<file path="config.mk">
export PLATFORM = sky130hd
export DESIGN_NAME = csres_ram
export DESIGN_NICKNAME = d
export VERILOG_FILES = /design/src/rtl/core/csres_ram.sv
export SDC_FILE = /design/constraint.sdc
export NUM_CORES = 2
export LEC_CHECK = 0
export BUFFER_PORTS_ARGS = -buffer_cell sky130_fd_sc_hd__buf_2
export CORE_ASPECT_RATIO = 0.75
export CORE_UTILIZATION = 50
export CTS_BUF_LIST = sky130_fd_sc_hd__clkbuf_8 sky130_fd_sc_hd__clkbuf_16
export DETAILED_ROUTE_END_ITERATION = 8
export PLACE_DENSITY = 0.71
export SLEW_MARGIN = 10
export SYNTH_ARGS = -nofsm -noshare
export SYNTH_HDL_FRONTEND = slang
export SYNTH_SLANG_ARGS = --single-unit
</file>
<file path="constraint.sdc">
create_clock -name clock -period 3.6 [get_ports clock]
set_input_delay 0.9 -clock clock [delete_from_list [all_inputs] [get_ports clock]]
set_output_delay 0.9 -clock clock [all_outputs]
set_load 0.05 [all_outputs]
</file>
<file path="src/rtl/core/csres_ram.sv">
// Generic single write port, single read port RAM with registered read data.
module csres_ram #(
   parameter int unsigned WIDTH = 8,
   parameter int unsigned DEPTH = 256
) (
   input  logic                     clock,
   input  logic                     wr_en,
   input  logic [$clog2(DEPTH)-1:0] wr_addr,
   input  logic [WIDTH-1:0]         wr_data,
   input  logic [$clog2(DEPTH)-1:0] rd_addr,
   output logic [WIDTH-1:0]         rd_data
);

   logic [WIDTH-1:0] mem_ff [DEPTH];
   logic [WIDTH-1:0] rd_data_ff;

   always_ff @(posedge clock) begin
      if (wr_en) begin
         mem_ff[wr_addr] <= wr_data;
      end
      rd_data_ff <= mem_ff[rd_addr];
   end

   assign rd_data = rd_data_ff;

endmodule

</file>
Yosys cells after proc, flatten, opt, wreduce, memory -nomap -nowiden:

Memories as Yosys holds them, arrays and structs flattened. A register that Yosys moved wholly into a read port is not among the register bits.
Index checks and enable logic that the tools add are counted.

* muxes and demuxes: 2

Operator list (number)
* two-way mux 1 bit: 2

* bits in registers: 0
* bits in writable memories: 2048
* output and inout port bits: 8
* memories: 1

Memory list
* mem_ff: words 256, bits a word 8, read ports 1, clocked after Yosys merged registers in 1, write ports 1, RTL line 14 `logic [WIDTH-1:0] mem_ff [DEPTH];`

Logic depth before layout (Yosys ltp):

* depth in word-level cells: 2
* gate-level depth with buffers: 11
* depth with buffers taken out: 6

Least setup slack after synthesis:

No wires, ideal clock.

* kind: input-to-reg
* from: input port rd_addr[0]
* to: register rd_data_ff[2], in the netlist rd_data[2], read port of mem_ff
* library setup time: 0.131 ns
* arrival: 2.707 ns
* data required time: 3.469 ns
* setup slack: 0.762 ns
* cell stages on the path: 9
* buffers on the path: 4
* cell sequence: buf_6 buf_12 buf_8 buf_2 mux4_2 a22oi_1 a21oi_1 nor4_1 nor4_2

RTL lines
* start: declaration: RTL line 10 `input logic [$clog2(DEPTH)-1:0] rd_addr,`
* end: declaration: RTL line 15 `logic [WIDTH-1:0] rd_data_ff;`

==> run metrics <==
Buf/Inv on CP=3; GPL Wtd Cong=between 0.8 and 0.9; fillers=between 10000 and 15000; # rows=roughly 130; Post-Place Setup Slack=-743 ps; Setup crit end kind=flop; vias=roughly 41000; synth top area cells=edfxtp_1 (77%), mux4_2 (13%), mux2i_1 (1.7%); Final Cycle Share=97.5%; Netlist cell types=55; achievable frequency=between 200 and 300 MHz; clk buf depth=3; HPWL after detailed placement=126000 um; Leak=29.3 nW; cells after synthesis=about 3700; largest net degree at the start of global routing=153; Sink Count=between 2000 and 2500; number of top-level pins=34; worst min path class=input pin to flop; vias in the first global route=approximately 41000; Yosys reg bits=about 2000; max_cap viols=0; port buffer count=33; initial core utilization=between 50% and 60%; Comb pwr share=between 5 and 6%; status=finished, final reports clean; Startpoint Class=input pin; dpl cell area=~86000 um2; Area Growth Syn to Fin=14.8%; commonest non-fill, non-tap cell in the layout=edfxtp_1; grt ovf=0; post-route cell area=slightly above 90000 um2; crit path max fanout=15; first-pass GRT wire length=around 290000 um; Seq/Total Area, Yosys=~78%; slowest CP cell=nor3_1; DR WL/cell=between 30 and 40 um; switching pwr=10.3 mW; fin nets=~4300; Iter 0 DRT Violations=between 6000 and 7000; Critical Path Max Stage Delay=730 ps; switching share of power=a little over a fifth; Clock Tree Root=clkbuf_16; Die Area=~160000 um2; register share of total power=a little under three fifths; synth warn=0; clock power share=between 30% and 40%; main flop type after synthesis=edfxtp_1; Post-route DRC=0; setup slack after layout=89.1 ps; CP delay by family, top=compound AO/OA/AOI/OAI gates; RSZ-0062 raised after global routing=no; Post-Route Skew=~22 ps; vias per std cell=between 6 and 7; fraction of synthesis flops using an asynchronous set or reset pin=0%; worst path required time=4260 ps; TritonRoute pass-1 iters=5; Synth Net Count=3759; total CTS buffers=around 180; clock slew at reported path FFs=roughly 60 ps; Die Wd=463 um; postcts setup bufs=0; crit path time final=around 3500 ps; internal power=between 30 and 40 mW; top cell type by total area after synthesis=edfxtp_1; final wirelength=198000 um; core area=158000 um2; CTS tree=built; Routed Antenna Nets=0; most frequent cells in the layout=edfxtp_1 (2048), buf_4 (481), mux4_2 (454), nor2_1 (279), clkbuf_16 (181); Clk Latency, worst-skew pair=roughly 820 ps; power per standard cell area=~520 nW/um2; Syn Std Cell Area=just under 80000 um2; synthesized area per cell=~21 um2; power consumption=approximately 48 mW; crit path DAT=4170 ps; Fin. Hold Viols=0; Peak VDD IR=0.537 mV; number of synthesized flops with an enable pin=approximately 2000; antenna violations before repair=11; Util after Layout=about 58%; post-synth top area share=77.3%; H-tree depth=4; Die H=around 350 um; Slew Viols, Final=0; CP Class=input pin to flop; final setup vio count=0; layout cells sized above 1=29.3%; relative slew slack=between 10% and 20%; Slew @ Worst Pin=around 1200 ps; CP Cell Sequence=buf_8 -> buf_4 -> buf_12 -> mux4_2 -> a22o_1 -> a221oi_1 -> o32ai_1 -> nor3_1 -> nor4_1; Tot GR Track Use=24.8%
==> power groups by stage <==
stage / Sequential [mW] / Clock [mW] / Combinational [mW]
6_report: 26.4 / 18.9 / 2.61
2_1_floorplan: 27.0 / 0 / 1.28
3_3_place_gp: 26.9 / 0 / 2.55
4_1_cts: 26.4 / 19.2 / 2.60
3_5_place_dp: 26.9 / 0 / 2.59
5_1_grt: 26.4 / 20.0 / 2.73
==> worst reg2reg max path, cell delays in order (launching register included) <==
cell,delay (ps)
edfxtp_1,400
mux4_2,510
a22oi_1,450
a21oi_1,220
nor4_1,1060
nor4_1,100
==> routing by layer <==
| layer | vias up | part of all wire (%) | track usage (%) |
|---|---|---|---|
| li1 | 16704 | - | - |
| met1 | 21431 | 40 | 37.1 |
| met2 | 2553 | 45 | 36.2 |
| met3 | 316 | 13 | 6.62 |
| met4 | 2 | 2.8 | 7.23 |
| met5 | - | 0.0035 | 0 |
==> registers in the layout, indices dropped and copies added, names as in the netlist <==
| signal | flops |
|---|---|
| mem_ff | 2048 |
| rd_data | 8 |
==> synth_stat cells, types with 27 or more instances <==
master and n:
edfxtp_1 2048, mux2i_1 134, buf_4 27, a22oi_1 133
o22ai_1 28, nor2b_1 31, nand2_1 33, clkbuf_1 111
o221ai_1 46, mux4_2 454, a21oi_1 96, nor2_1 282
buf_2 31, nand3_1 34
==> cell families (layout without fill, tap and decap cells) <==
logic type             Yosys count  in the layout  synth area share, %
other                            0              1                    0
buffers and inverters          235            887                 1.83
multiplexers                   591            591                 14.6
flip-flops                    2056           2056                 77.5
AND/OR/NAND/NOR                466            466                 2.63
AO/OA/AOI/OAI                  385            385                 3.42
==> metrics by stage <==
step | TNS (ps) | hold slack [ps] | std cells
6_report | 0 | 310 | 6498
5_1_grt | 0 | 293 | 6497
4_1_cts | 0 | 266 | 6497
3_5_place_dp | -3870 | 983 | 6174
3_3_place_gp | -3800 | 1020 | 6174
2_1_floorplan | 0 | 770 | 3733
==> worst paths after layout <==
kind | startpoint | slack, ps | cells after the start | endpoint
max reg2reg | mem_ff[210][1] | 680 | 5 | rd_data[1]
min reg2reg | mem_ff[40][3] | 1030 | 7 | rd_data[3]
min | wr_data[3] | 310 | 1 | mem_ff[90][3]
max | rd_addr[0] | 90 | 9 | rd_data[3]
==> cell type report <==
cell class,instances,area (um2),share of cell area (%)
diodes,1,2.50,0.00274
clock buffers,184,4570,5.00
clock inverters,139,1130,1.24
inverters,2,7.51,0.00822
multi-input cells,1442,16500,18.1
flip-flops and latches,2056,61700,67.5
well taps,2112,2640,2.89
repair buffers,562,4840,5.30
==> repair_timing <==
action	CTS	global route
resized for setup	0	1
setup endpoints to repair	0	1
hold buffers	0	0
(Power assumes the default switching activity.)
